### src/rtl/lsc_pkg.sv
// lsc_pkg: shared types, constants and helpers of the subboundary classifier
// used by every rtl file of the block; depends on nothing

package lsc_pkg;

  localparam int unsigned VALUE_WIDTH = 32;
  localparam int unsigned IN_W        = 32;
  localparam int unsigned EXT_W       = 64;
  localparam int unsigned TOL_W       = 32;
  localparam int unsigned OP_W        = 4;
  localparam int unsigned FLAG_W      = 8;
  localparam int unsigned CODE_W      = 6;
  localparam int unsigned CMP_W       = ((VALUE_WIDTH > TOL_W) ? VALUE_WIDTH : TOL_W) + 1;

  localparam logic [OP_W-1:0] CASE_1 = 4'd1;
  localparam logic [OP_W-1:0] CASE_2 = 4'd2;
  localparam logic [OP_W-1:0] CASE_3 = 4'd3;
  localparam logic [OP_W-1:0] CASE_4 = 4'd4;
  localparam logic [OP_W-1:0] CASE_5 = 4'd5;
  localparam logic [OP_W-1:0] CASE_6 = 4'd6;
  localparam logic [OP_W-1:0] CASE_7 = 4'd7;
  localparam logic [OP_W-1:0] CASE_8 = 4'd8;
  localparam logic [OP_W-1:0] CASE_9 = 4'd9;

  typedef logic [VALUE_WIDTH-1:0] val_t;

  typedef enum logic [1:0] {
    CLS_NONE,
    CLS_FOUR,
    CLS_CHAIN,
    CLS_BAD
  } cls_e;

  typedef struct packed {
    cls_e     cls;
    logic     strict;
    val_t     p;
    val_t     x;
    val_t     y;
    val_t     z;
    val_t [3:0] ca;
    val_t [3:0] cb;
  } sel_t;

  typedef struct packed {
    cls_e              cls;
    logic              strict;
    logic [CODE_W-1:0] code;
    val_t              p;
    val_t              x;
    val_t              y;
    val_t              z;
    val_t              m3;
    val_t              mx;
    val_t              my;
    val_t              mz;
    val_t [3:0]        ca;
    val_t              ca_m3;
    val_t              ca_m2;
    val_t [3:0]        cb;
    val_t              cb_m3;
    val_t              cb_m2;
  } mins_t;

  typedef struct packed {
    logic [FLAG_W-1:0] flags;
    logic              inner_unknown;
    logic              case_unknown;
    logic [CODE_W-1:0] order_code;
    logic              bad_case;
  } res_t;

  function automatic val_t vmask(logic [IN_W-1:0] v);
    logic [EXT_W-1:0] e;
    e = {{(EXT_W-IN_W){1'b0}}, v};
    return e[VALUE_WIDTH-1:0];
  endfunction

  function automatic val_t vmin(val_t a, val_t b);
    return (a < b) ? a : b;
  endfunction

endpackage

### src/rtl/lattice_subboundary_classifier.sv
// lattice_subboundary_classifier: three register stages (operand routing, minima, compare)
// a result word passes the select, minima and classify registers in turn; a stall can hold it in any of them
// throughput: one word per cycle while out_ready_i is high; every stage holds one word and refills as it drains
// reset: asynchronous active low, clears stage valid bits and the tolerance register to zero
// depends on lsc_pkg, lsc_select, lsc_minima, lsc_classify

module lattice_subboundary_classifier (
  input  logic                        clk_i,
  input  logic                        rst_ni,
  input  logic                        cfg_we_i,
  input  logic [lsc_pkg::TOL_W-1:0]   cfg_wdata_i,
  input  logic                        in_valid_i,
  output logic                        in_ready_o,
  input  logic [lsc_pkg::OP_W-1:0]    operation_i,
  input  logic [lsc_pkg::IN_W-1:0]    len_a_sq_i,
  input  logic [lsc_pkg::IN_W-1:0]    len_b_sq_i,
  input  logic [lsc_pkg::IN_W-1:0]    len_c_sq_i,
  input  logic [lsc_pkg::IN_W-1:0]    len_d_sq_i,
  input  logic [lsc_pkg::IN_W-1:0]    len_bc_sq_i,
  input  logic [lsc_pkg::IN_W-1:0]    len_ac_sq_i,
  input  logic [lsc_pkg::IN_W-1:0]    len_ab_sq_i,
  output logic                        out_valid_o,
  input  logic                        out_ready_i,
  output logic [lsc_pkg::FLAG_W-1:0]  subcase_flags_o,
  output logic                        inner_unknown_o,
  output logic                        case_unknown_o,
  output logic [lsc_pkg::CODE_W-1:0]  order_code_o,
  output logic                        bad_case_o
);
  import lsc_pkg::*;

  logic [TOL_W-1:0] tol_q;
  logic             s1_valid, s1_ready, s2_valid, s2_ready;
  sel_t             s1_data;
  mins_t            s2_data;
  res_t             res;

  always_ff @(posedge clk_i or negedge rst_ni) begin
    if (!rst_ni) begin
      tol_q <= '0;
    end else if (cfg_we_i) begin
      tol_q <= cfg_wdata_i;
    end
  end

  lsc_select u_select (
    .clk_i       (clk_i),
    .rst_ni      (rst_ni),
    .valid_i     (in_valid_i),
    .ready_o     (in_ready_o),
    .operation_i (operation_i),
    .len_a_sq_i  (len_a_sq_i),
    .len_b_sq_i  (len_b_sq_i),
    .len_c_sq_i  (len_c_sq_i),
    .len_d_sq_i  (len_d_sq_i),
    .len_bc_sq_i (len_bc_sq_i),
    .len_ac_sq_i (len_ac_sq_i),
    .len_ab_sq_i (len_ab_sq_i),
    .valid_o     (s1_valid),
    .ready_i     (s1_ready),
    .data_o      (s1_data)
  );

  lsc_minima u_minima (
    .clk_i   (clk_i),
    .rst_ni  (rst_ni),
    .valid_i (s1_valid),
    .ready_o (s1_ready),
    .data_i  (s1_data),
    .valid_o (s2_valid),
    .ready_i (s2_ready),
    .data_o  (s2_data)
  );

  lsc_classify u_classify (
    .clk_i       (clk_i),
    .rst_ni      (rst_ni),
    .tolerance_i (tol_q),
    .valid_i     (s2_valid),
    .ready_o     (s2_ready),
    .data_i      (s2_data),
    .valid_o     (out_valid_o),
    .ready_i     (out_ready_i),
    .data_o      (res)
  );

  assign subcase_flags_o = res.flags;
  assign inner_unknown_o = res.inner_unknown;
  assign case_unknown_o  = res.case_unknown;
  assign order_code_o    = res.order_code;
  assign bad_case_o      = res.bad_case;

endmodule

### src/rtl/lsc_select.sv
// lsc_select: first pipeline stage, decodes the case number and routes operands
// depends on lsc_pkg

module lsc_select (
  input  logic                      clk_i,
  input  logic                      rst_ni,
  input  logic                      valid_i,
  output logic                      ready_o,
  input  logic [lsc_pkg::OP_W-1:0]  operation_i,
  input  logic [lsc_pkg::IN_W-1:0]  len_a_sq_i,
  input  logic [lsc_pkg::IN_W-1:0]  len_b_sq_i,
  input  logic [lsc_pkg::IN_W-1:0]  len_c_sq_i,
  input  logic [lsc_pkg::IN_W-1:0]  len_d_sq_i,
  input  logic [lsc_pkg::IN_W-1:0]  len_bc_sq_i,
  input  logic [lsc_pkg::IN_W-1:0]  len_ac_sq_i,
  input  logic [lsc_pkg::IN_W-1:0]  len_ab_sq_i,
  output logic                      valid_o,
  input  logic                      ready_i,
  output lsc_pkg::sel_t             data_o
);
  import lsc_pkg::*;

  logic valid_q;
  sel_t data_q, data_d;
  val_t a, b, c, d, bc, ac, ab;

  assign a  = vmask(len_a_sq_i);
  assign b  = vmask(len_b_sq_i);
  assign c  = vmask(len_c_sq_i);
  assign d  = vmask(len_d_sq_i);
  assign bc = vmask(len_bc_sq_i);
  assign ac = vmask(len_ac_sq_i);
  assign ab = vmask(len_ab_sq_i);

  assign ready_o = !valid_q || ready_i;
  assign valid_o = valid_q;
  assign data_o  = data_q;

  always_comb begin
    data_d        = '0;
    data_d.cls    = CLS_NONE;
    data_d.strict = 1'b0;
    unique case (operation_i) inside
      CASE_1, CASE_2, CASE_3: begin
        data_d.cls = CLS_NONE;
      end
      CASE_4: begin
        data_d.cls = CLS_FOUR;
        data_d.p = b; data_d.x = c; data_d.y = ac; data_d.z = ab;
        data_d.ca = {ab, c, b, ac};
        data_d.cb = {ac, c, b, ab};
      end
      CASE_5: begin
        data_d.cls = CLS_FOUR;
        data_d.strict = 1'b1;
        data_d.p = a; data_d.x = d; data_d.y = ac; data_d.z = ab;
        data_d.ca = {ab, d, a, ac};
        data_d.cb = {ac, d, a, ab};
      end
      CASE_6: begin
        data_d.cls = CLS_FOUR;
        data_d.p = a; data_d.x = c; data_d.y = bc; data_d.z = ab;
        data_d.ca = {ab, c, a, bc};
        data_d.cb = {bc, c, a, ab};
      end
      CASE_7: begin
        data_d.cls = CLS_CHAIN;
        data_d.p = b; data_d.x = d; data_d.y = bc; data_d.z = ab;
        data_d.ca = {d, bc, ab, b};
      end
      CASE_8: begin
        data_d.cls = CLS_FOUR;
        data_d.p = a; data_d.x = b; data_d.y = bc; data_d.z = ac;
        data_d.ca = {bc, b, a, ac};
        data_d.cb = {ac, b, a, bc};
      end
      CASE_9: begin
        data_d.cls = CLS_CHAIN;
        data_d.p = c; data_d.x = d; data_d.y = bc; data_d.z = ac;
        data_d.ca = {bc, d, ac, c};
      end
      default: begin
        data_d.cls = CLS_BAD;
      end
    endcase
  end

  always_ff @(posedge clk_i or negedge rst_ni) begin
    if (!rst_ni) begin
      valid_q <= 1'b0;
    end else if (ready_o) begin
      valid_q <= valid_i;
    end
  end

  always_ff @(posedge clk_i) begin
    if (valid_i && ready_o) begin
      data_q <= data_d;
    end
  end

endmodule

### src/rtl/lsc_minima.sv
// lsc_minima: second pipeline stage, minima of two and three and the order code
// depends on lsc_pkg

module lsc_minima (
  input  logic           clk_i,
  input  logic           rst_ni,
  input  logic           valid_i,
  output logic           ready_o,
  input  lsc_pkg::sel_t  data_i,
  output logic           valid_o,
  input  logic           ready_i,
  output lsc_pkg::mins_t data_o
);
  import lsc_pkg::*;

  logic  valid_q;
  mins_t data_q, data_d;

  assign ready_o = !valid_q || ready_i;
  assign valid_o = valid_q;
  assign data_o  = data_q;

  always_comb begin
    data_d.cls     = data_i.cls;
    data_d.strict  = data_i.strict;
    data_d.p       = data_i.p;
    data_d.x       = data_i.x;
    data_d.y       = data_i.y;
    data_d.z       = data_i.z;
    data_d.m3      = vmin(vmin(data_i.x, data_i.y), data_i.z);
    data_d.mx      = vmin(data_i.y, data_i.z);
    data_d.my      = vmin(data_i.z, data_i.x);
    data_d.mz      = vmin(data_i.x, data_i.y);
    data_d.code[0] = data_i.p <= data_i.x;
    data_d.code[1] = data_i.p <= data_i.y;
    data_d.code[2] = data_i.p <= data_i.z;
    data_d.code[3] = data_i.x <= data_i.y;
    data_d.code[4] = data_i.x <= data_i.z;
    data_d.code[5] = data_i.y <= data_i.z;
    data_d.ca      = data_i.ca;
    data_d.ca_m3   = vmin(vmin(data_i.ca[1], data_i.ca[2]), data_i.ca[3]);
    data_d.ca_m2   = vmin(data_i.ca[2], data_i.ca[3]);
    data_d.cb      = data_i.cb;
    data_d.cb_m3   = vmin(vmin(data_i.cb[1], data_i.cb[2]), data_i.cb[3]);
    data_d.cb_m2   = vmin(data_i.cb[2], data_i.cb[3]);
  end

  always_ff @(posedge clk_i or negedge rst_ni) begin
    if (!rst_ni) begin
      valid_q <= 1'b0;
    end else if (ready_o) begin
      valid_q <= valid_i;
    end
  end

  always_ff @(posedge clk_i) begin
    if (valid_i && ready_o) begin
      data_q <= data_d;
    end
  end

`ifndef ASSERT_OFF
  a_stall_holds: assert property (@(posedge clk_i) disable iff (!rst_ni)
    valid_q && !ready_i |=> valid_q && $stable(data_q))
    else $error("minima stage word changed under stall");
  a_min_bound: assert property (@(posedge clk_i) disable iff (!rst_ni)
    valid_q |-> data_q.m3 <= data_q.mx && data_q.m3 <= data_q.my && data_q.m3 <= data_q.mz)
    else $error("min of three exceeds a min of two");
`endif

endmodule

### src/rtl/lsc_classify.sv
// lsc_classify: last pipeline stage, slack comparisons, subcase flags, result register
// depends on lsc_pkg

module lsc_classify (
  input  logic                      clk_i,
  input  logic                      rst_ni,
  input  logic [lsc_pkg::TOL_W-1:0] tolerance_i,
  input  logic                      valid_i,
  output logic                      ready_o,
  input  lsc_pkg::mins_t            data_i,
  output logic                      valid_o,
  input  logic                      ready_i,
  output lsc_pkg::res_t             data_o
);
  import lsc_pkg::*;

  logic             valid_q;
  res_t             data_q, data_d;
  logic [CMP_W-1:0] dw;
  logic             inner, ch_a, ch_b;
  logic [5:0]       f, inner_f;

  assign dw      = CMP_W'(tolerance_i);
  assign ready_o = !valid_q || ready_i;
  assign valid_o = valid_q;
  assign data_o  = data_q;

  // x - delta <= m
  function automatic logic le_sub(val_t v, val_t m, logic [CMP_W-1:0] t);
    return CMP_W'(v) <= (CMP_W'(m) + t);
  endfunction

  // x + delta >= m
  function automatic logic ge_add(val_t v, val_t m, logic [CMP_W-1:0] t);
    return (CMP_W'(v) + t) >= CMP_W'(m);
  endfunction

  function automatic logic lt_sub(val_t v, val_t m, logic [CMP_W-1:0] t);
    return CMP_W'(v) < (CMP_W'(m) + t);
  endfunction

  function automatic logic gt_add(val_t v, val_t m, logic [CMP_W-1:0] t);
    return (CMP_W'(v) + t) > CMP_W'(m);
  endfunction

  always_comb begin
    inner = le_sub(data_i.p, data_i.m3, dw);
    f[0]  = le_sub(data_i.x, data_i.mx, dw);
    f[1]  = ge_add(data_i.x, data_i.mx, dw);
    f[2]  = le_sub(data_i.y, data_i.my, dw);
    f[3]  = ge_add(data_i.y, data_i.my, dw);
    f[4]  = data_i.strict ? lt_sub(data_i.z, data_i.mz, dw) : le_sub(data_i.z, data_i.mz, dw);
    f[5]  = data_i.strict ? gt_add(data_i.z, data_i.mz, dw) : ge_add(data_i.z, data_i.mz, dw);
    inner_f = inner ? f : 6'd0;
    ch_a  = le_sub(data_i.ca[0], data_i.ca_m3, dw) && le_sub(data_i.ca[1], data_i.ca_m2, dw)
            && le_sub(data_i.ca[2], data_i.ca[3], dw);
    ch_b  = le_sub(data_i.cb[0], data_i.cb_m3, dw) && le_sub(data_i.cb[1], data_i.cb_m2, dw)
            && le_sub(data_i.cb[2], data_i.cb[3], dw);

    data_d = '0;
    unique case (data_i.cls)
      CLS_FOUR: begin
        data_d.flags         = {ch_b, ch_a, inner_f};
        data_d.inner_unknown = inner && (inner_f == 6'd0);
        data_d.case_unknown  = ({ch_b, ch_a, inner_f} == '0) && !(inner && (inner_f == 6'd0));
        data_d.order_code    = data_i.code;
      end
      CLS_CHAIN: begin
        data_d.flags        = {{(FLAG_W-1){1'b0}}, ch_a};
        data_d.case_unknown = !ch_a;
        data_d.order_code   = data_i.code;
      end
      CLS_BAD: begin
        data_d.bad_case = 1'b1;
      end
      CLS_NONE: begin
        data_d = '0;
      end
      default: begin
        data_d = '0;
      end
    endcase
  end

  always_ff @(posedge clk_i or negedge rst_ni) begin
    if (!rst_ni) begin
      valid_q <= 1'b0;
    end else if (ready_o) begin
      valid_q <= valid_i;
    end
  end

  always_ff @(posedge clk_i) begin
    if (valid_i && ready_o) begin
      data_q <= data_d;
    end
  end

`ifndef ASSERT_OFF
  a_bad_alone: assert property (@(posedge clk_i) disable iff (!rst_ni)
    valid_q && data_q.bad_case |-> data_q.flags == '0 && !data_q.inner_unknown
      && !data_q.case_unknown && data_q.order_code == '0)
    else $error("bad case word carries other fields");
  a_inner_unk: assert property (@(posedge clk_i) disable iff (!rst_ni)
    valid_q && data_q.inner_unknown |-> data_q.flags[5:0] == '0 && !data_q.case_unknown)
    else $error("inner unknown with inner flags set");
  a_case_unk: assert property (@(posedge clk_i) disable iff (!rst_ni)
    valid_q && data_q.case_unknown |-> data_q.flags == '0 && !data_q.bad_case)
    else $error("case unknown with flags set");
`endif

endmodule
### config.mk
export PLATFORM = sky130hd
export DESIGN_NAME = lattice_subboundary_classifier
export DESIGN_NICKNAME = d
export VERILOG_FILES = /design/src/rtl/lsc_pkg.sv /design/src/rtl/lattice_subboundary_classifier.sv /design/src/rtl/lsc_select.sv /design/src/rtl/lsc_minima.sv /design/src/rtl/lsc_classify.sv
export SDC_FILE = /design/constraint.sdc
export NUM_CORES = 2
export LEC_CHECK = 0
export BUFFER_PORTS_ARGS = -buffer_cell sky130_fd_sc_hd__buf_2
export CORE_ASPECT_RATIO = 1.4
export CORE_MARGIN = 2
export CORE_UTILIZATION = 60
export DETAILED_ROUTE_END_ITERATION = 10
export GPL_TIMING_DRIVEN = 0
export PLACE_DENSITY = 0.87
export SLEW_MARGIN = 20
export SYNTH_ARGS = -nofsm -noshare
export SYNTH_HDL_FRONTEND = slang
export SYNTH_SLANG_ARGS = --single-unit
### constraint.sdc
create_clock -name clk_i -period 49 [get_ports clk_i]
set_clock_uncertainty 0.15 [all_clocks]
set_input_delay 4.9 -clock clk_i [delete_from_list [all_inputs] [get_ports clk_i]]
set_output_delay 4.9 -clock clk_i [all_outputs]
set_load 0.02 [all_outputs]
==> metrics.txt <==
# TYPE chip_impl_metric gauge
chip_impl_info{name="hold_path_class",value="reg -> reg"} 1
chip_impl_metric{name="tightestPinTransition",unit="ns"} 1.38
chip_impl_metric{name="postCtsSetupRepairBufs",unit=""} 0
chip_impl_metric{name="design.portCount",unit=""} 284
chip_impl_metric{name="routed_wirelength",unit="um"} 299000
chip_impl_info{name="crit-reg2reg-launch",value="u_select.data_o[87]"} 1
chip_impl_metric{name="setup_total_negative_slack",unit="ns"} 0
chip_impl_metric{name="ys_warn_count",unit=""} 0
chip_impl_metric{name="worst-r2r-setup-slack",unit="ns"} 39.80
chip_impl_info{name="timing.setup.critical_path_class",value="in -> out"} 1
chip_impl_info{name="setup.worst_path.end_class",value="primary output"} 1
chip_impl_metric{name="total_power",unit="mW"} 3.78
chip_impl_info{name="cts_tree",value="done"} 1
chip_impl_info{name="crit_path_start_kind",value="input port"} 1
chip_impl_metric{name="num-fill-cells",unit=""} 10200
chip_impl_metric{name="reg2regPathDepth",unit=""} 19
chip_impl_metric{name="global_route_wire_length_before_repair",unit="um"} 424000
chip_impl_metric{name="placed_cell_count",unit=""} 9425
chip_impl_info{name="grt_setup_unrepaired",value="no"} 1
chip_impl_metric{name="firstDrtPassIters",unit=""} 8
chip_impl_info{name="cts_root_buf",value="clkbuf_16"} 1
chip_impl_info{name="status",value="finished, final reports clean"} 1
chip_impl_metric{name="critical_path.max_fanout",unit=""} 3
chip_impl_metric{name="syn-cell-area",unit="um2"} 79500
chip_impl_metric{name="gpl.final_weighted_congestion",unit=""} 1.09
chip_impl_metric{name="pins_over_slew_limit",unit=""} 0
chip_impl_metric{name="total_leakage_power",unit="nW"} 38.9
chip_impl_metric{name="clockBufferDepth",unit=""} 3
chip_impl_metric{name="utilization",unit=""} 0.666
chip_impl_metric{name="multiInputGateArea",unit="um2"} 44600
chip_impl_metric{name="number_of_global_route_vias_before_repair",unit=""} 65700
chip_impl_metric{name="drive_gt1_frac",unit=""} 0.0846
chip_impl_metric{name="power_density",unit="nW/um2"} 42.9
chip_impl_metric{name="share_of_the_synthesized_area_in_the_top_cell_type",unit=""} 0.398
chip_impl_metric{name="timing.final.setup_violations",unit=""} 0
chip_impl_info{name="synth.cells.most_frequent",value="ha_1, edfxtp_1, a21oi_1"} 1
chip_impl_metric{name="dieWidth",unit="um"} 312
chip_impl_metric{name="maxCapViolations",unit=""} 0
chip_impl_metric{name="post-route-min-period",unit="ns"} 10.51
chip_impl_metric{name="postRouteAntennaNets",unit=""} 0
chip_impl_metric{name="floorplan.initialDensity",unit=""} 0.602
chip_impl_metric{name="final.hold.worst_slack",unit="ns"} 0.263
chip_impl_metric{name="portBuffers",unit=""} 280
chip_impl_metric{name="core",unit="um2"} 132000
chip_impl_metric{name="remaining_drc_errors",unit=""} 0
chip_impl_metric{name="first_iter_violations",unit=""} 6496
chip_impl_metric{name="vias_post_dr",unit=""} 64800
chip_impl_metric{name="synth_fp_nets",unit=""} 8873
chip_impl_metric{name="grt_antenna_before_repair",unit=""} 47
chip_impl_metric{name="gr-usage-all-layers",unit=""} 0.434
chip_impl_metric{name="clk_pin_slew_worst_paths",unit="ns"} 0.07
chip_impl_metric{name="critPathArrivalTime",unit="ns"} 5.46
chip_impl_metric{name="power.ir.vdd_worst",unit="V"} 0.0000338
chip_impl_metric{name="average_instance_area_after_synthesis",unit="um2"} 10.8
chip_impl_metric{name="viasPerCell",unit=""} 6.70
chip_impl_metric{name="clock_latency",unit="ns"} 0.79
chip_impl_metric{name="finalNetCount",unit=""} 9300
chip_impl_metric{name="netlist_instances",unit=""} 7351
chip_impl_metric{name="drt-wirelength-per-cell",unit="um"} 30.9
chip_impl_metric{name="area.growth.synth_to_final",unit="%"} 10.7
chip_impl_metric{name="slew_headroom",unit=""} 0.0792
chip_impl_metric{name="fmaxAchievable",unit="GHz"} 0.0951
chip_impl_metric{name="synth_edf_count",unit=""} 1053
chip_impl_metric{name="fin_crit_sh",unit=""} 0.215
chip_impl_metric{name="cts-buffers-inserted",unit=""} 111
chip_impl_metric{name="grt_start_max_net_pins",unit=""} 60
chip_impl_metric{name="ys_async_sr_fraction",unit=""} 0.0322
chip_impl_metric{name="ys_seq_area_frac",unit=""} 0.409
chip_impl_metric{name="hold_viol",unit=""} 0
chip_impl_info{name="postSynth.topFlopCell",value="edfxtp_1"} 1
chip_impl_metric{name="die_area",unit="um2"} 135000
chip_impl_metric{name="cts.sink_count",unit=""} 1088
chip_impl_metric{name="cts_hold_buffers",unit=""} 0
chip_impl_info{name="worstReg2RegEnd",value="u_minima.data_o[44]"} 1
chip_impl_metric{name="number_of_instances_on_the_worst_hold_path",unit=""} 0
chip_impl_metric{name="postSynthRegisterBits",unit=""} 1088
chip_impl_metric{name="yosys.cell_types.count",unit=""} 90
chip_impl_metric{name="layout.area.seq",unit="um2"} 32500
chip_impl_info{name="worst_hold_path.endpoint",value="u_minima.data_o[77]"} 1
chip_impl_metric{name="ctsResizeCount",unit=""} 0
chip_impl_info{name="post-synth-top-count-cell",value="ha_1"} 1
chip_impl_metric{name="cell_row_count",unit=""} 158
chip_impl_metric{name="hpwl",unit="um"} 243000
chip_impl_metric{name="worstPathRequired",unit="ns"} 43.95
chip_impl_info{name="netlist.top_cell.by_area",value="edfxtp_1"} 1
chip_impl_info{name="holdCritStartpoint",value="u_select.data_o[13]"} 1
chip_impl_metric{name="h-tree-depth",unit=""} 3
chip_impl_info{name="biggest_area_contributors_in_the_synthesized_netlist",value="edfxtp_1, ha_1, a21oi_1, a21o_1, o21ai_0"} 1
chip_impl_metric{name="fp.dieH",unit="um"} 435
chip_impl_metric{name="grt_remaining_overflow",unit=""} 0
chip_impl_metric{name="final-instance-count-excl-fill",unit=""} 9677
[routing by layer]
layer | wire [um] | GRT usage | vias up | share of wire
li1 | - | - | 29100 | -
met1 | 100000 | 0.470 | 31400 | 0.34
met2 | 140000 | 0.719 | 3306 | 0.47
met3 | 22700 | 0.0593 | 992 | 0.076
met4 | 36200 | 0.434 | 10 | 0.12
met5 | 74 | 0 | - | 0.00025
[worst max-delay path: stages]
cell	delay (ns)
buf_2	0.10
nor2b_1	0.15
nand3_1	0.13
buf_2	0.18
[cells by family after synthesis]
group / Yosys count / share of synthesized area
simple gates: 1524 / 0.0981
flops: 1088 / 0.409
buf+inv: 660 / 0.0315
compound gates: 2139 / 0.180
xor+xnor: 357 / 0.0393
fa+ha+maj: 1257 / 0.199
mux: 326 / 0.0436
[cell usage in the layout, fill, tap and decap left out, types with 169 or more instances in the layout]
master / count
nand2_1: 398
o21ai_0: 397
edfxtp_1: 1053
a21oi_1: 555
inv_1: 516
nand4_1: 179
a21o_1: 349
xnor2_1: 188
buf_2: 292
xor2_1: 169
ha_1: 1244
nor2_1: 254
nand2b_1: 199
[stage by stage]
step / cell area, um2 / setup slack [ns]
4_1_cts: 87900 / 38.49
5_1_grt: 88000 / 38.39
3_5_place_dp: 83900 / 38.49
2_1_floorplan: 79500 / 28.19
6_report: 88000 / 38.49
3_3_place_gp: 83100 / 21.01
[report_power, final]
group | leakage (nW) | total [mW] | switching (mW) | internal, mW
clock network | 1.93 | 0.951 | 0.409 | 0.542
logic | 26.2 | 1.57 | 0.959 | 0.615
registers | 10.8 | 1.25 | 0.0957 | 1.16
[worst max path at each step]
stage	start	end	slack [ns]	cells after the start
6_report	out_ready_i	in_ready_o	38.49	4
2_1_floorplan	out_ready_i	u_minima.data_o[0]	28.19	3
4_1_cts	out_ready_i	in_ready_o	38.49	4
5_1_grt	out_ready_i	in_ready_o	38.39	4
3_5_place_dp	out_ready_i	in_ready_o	38.49	4
3_3_place_gp	out_ready_i	u_minima.data_o[97]	21.01	4
[state kept, by name, summed over array words and instances, names as in the netlist]
signal	flops
u_minima.data_o	649
u_classify.data_o	17
u_minima.valid_o	1
u_classify.valid_o	1
tol_q	32
u_select.data_o	387
u_select.valid_o	1
[area by class of cell]
class,instances,area share
diodes,43,0.00122
plain buffers,143,0.00650
clock buffers,127,0.0335
clock inverters,82,0.0120
inverters,517,0.0221
multi-input cells,5603,0.507
flip-flops and latches,1088,0.369
well taps,1760,0.0250
repair buffers,314,0.0234
Note: power is estimated with default switching activity, not from simulation.
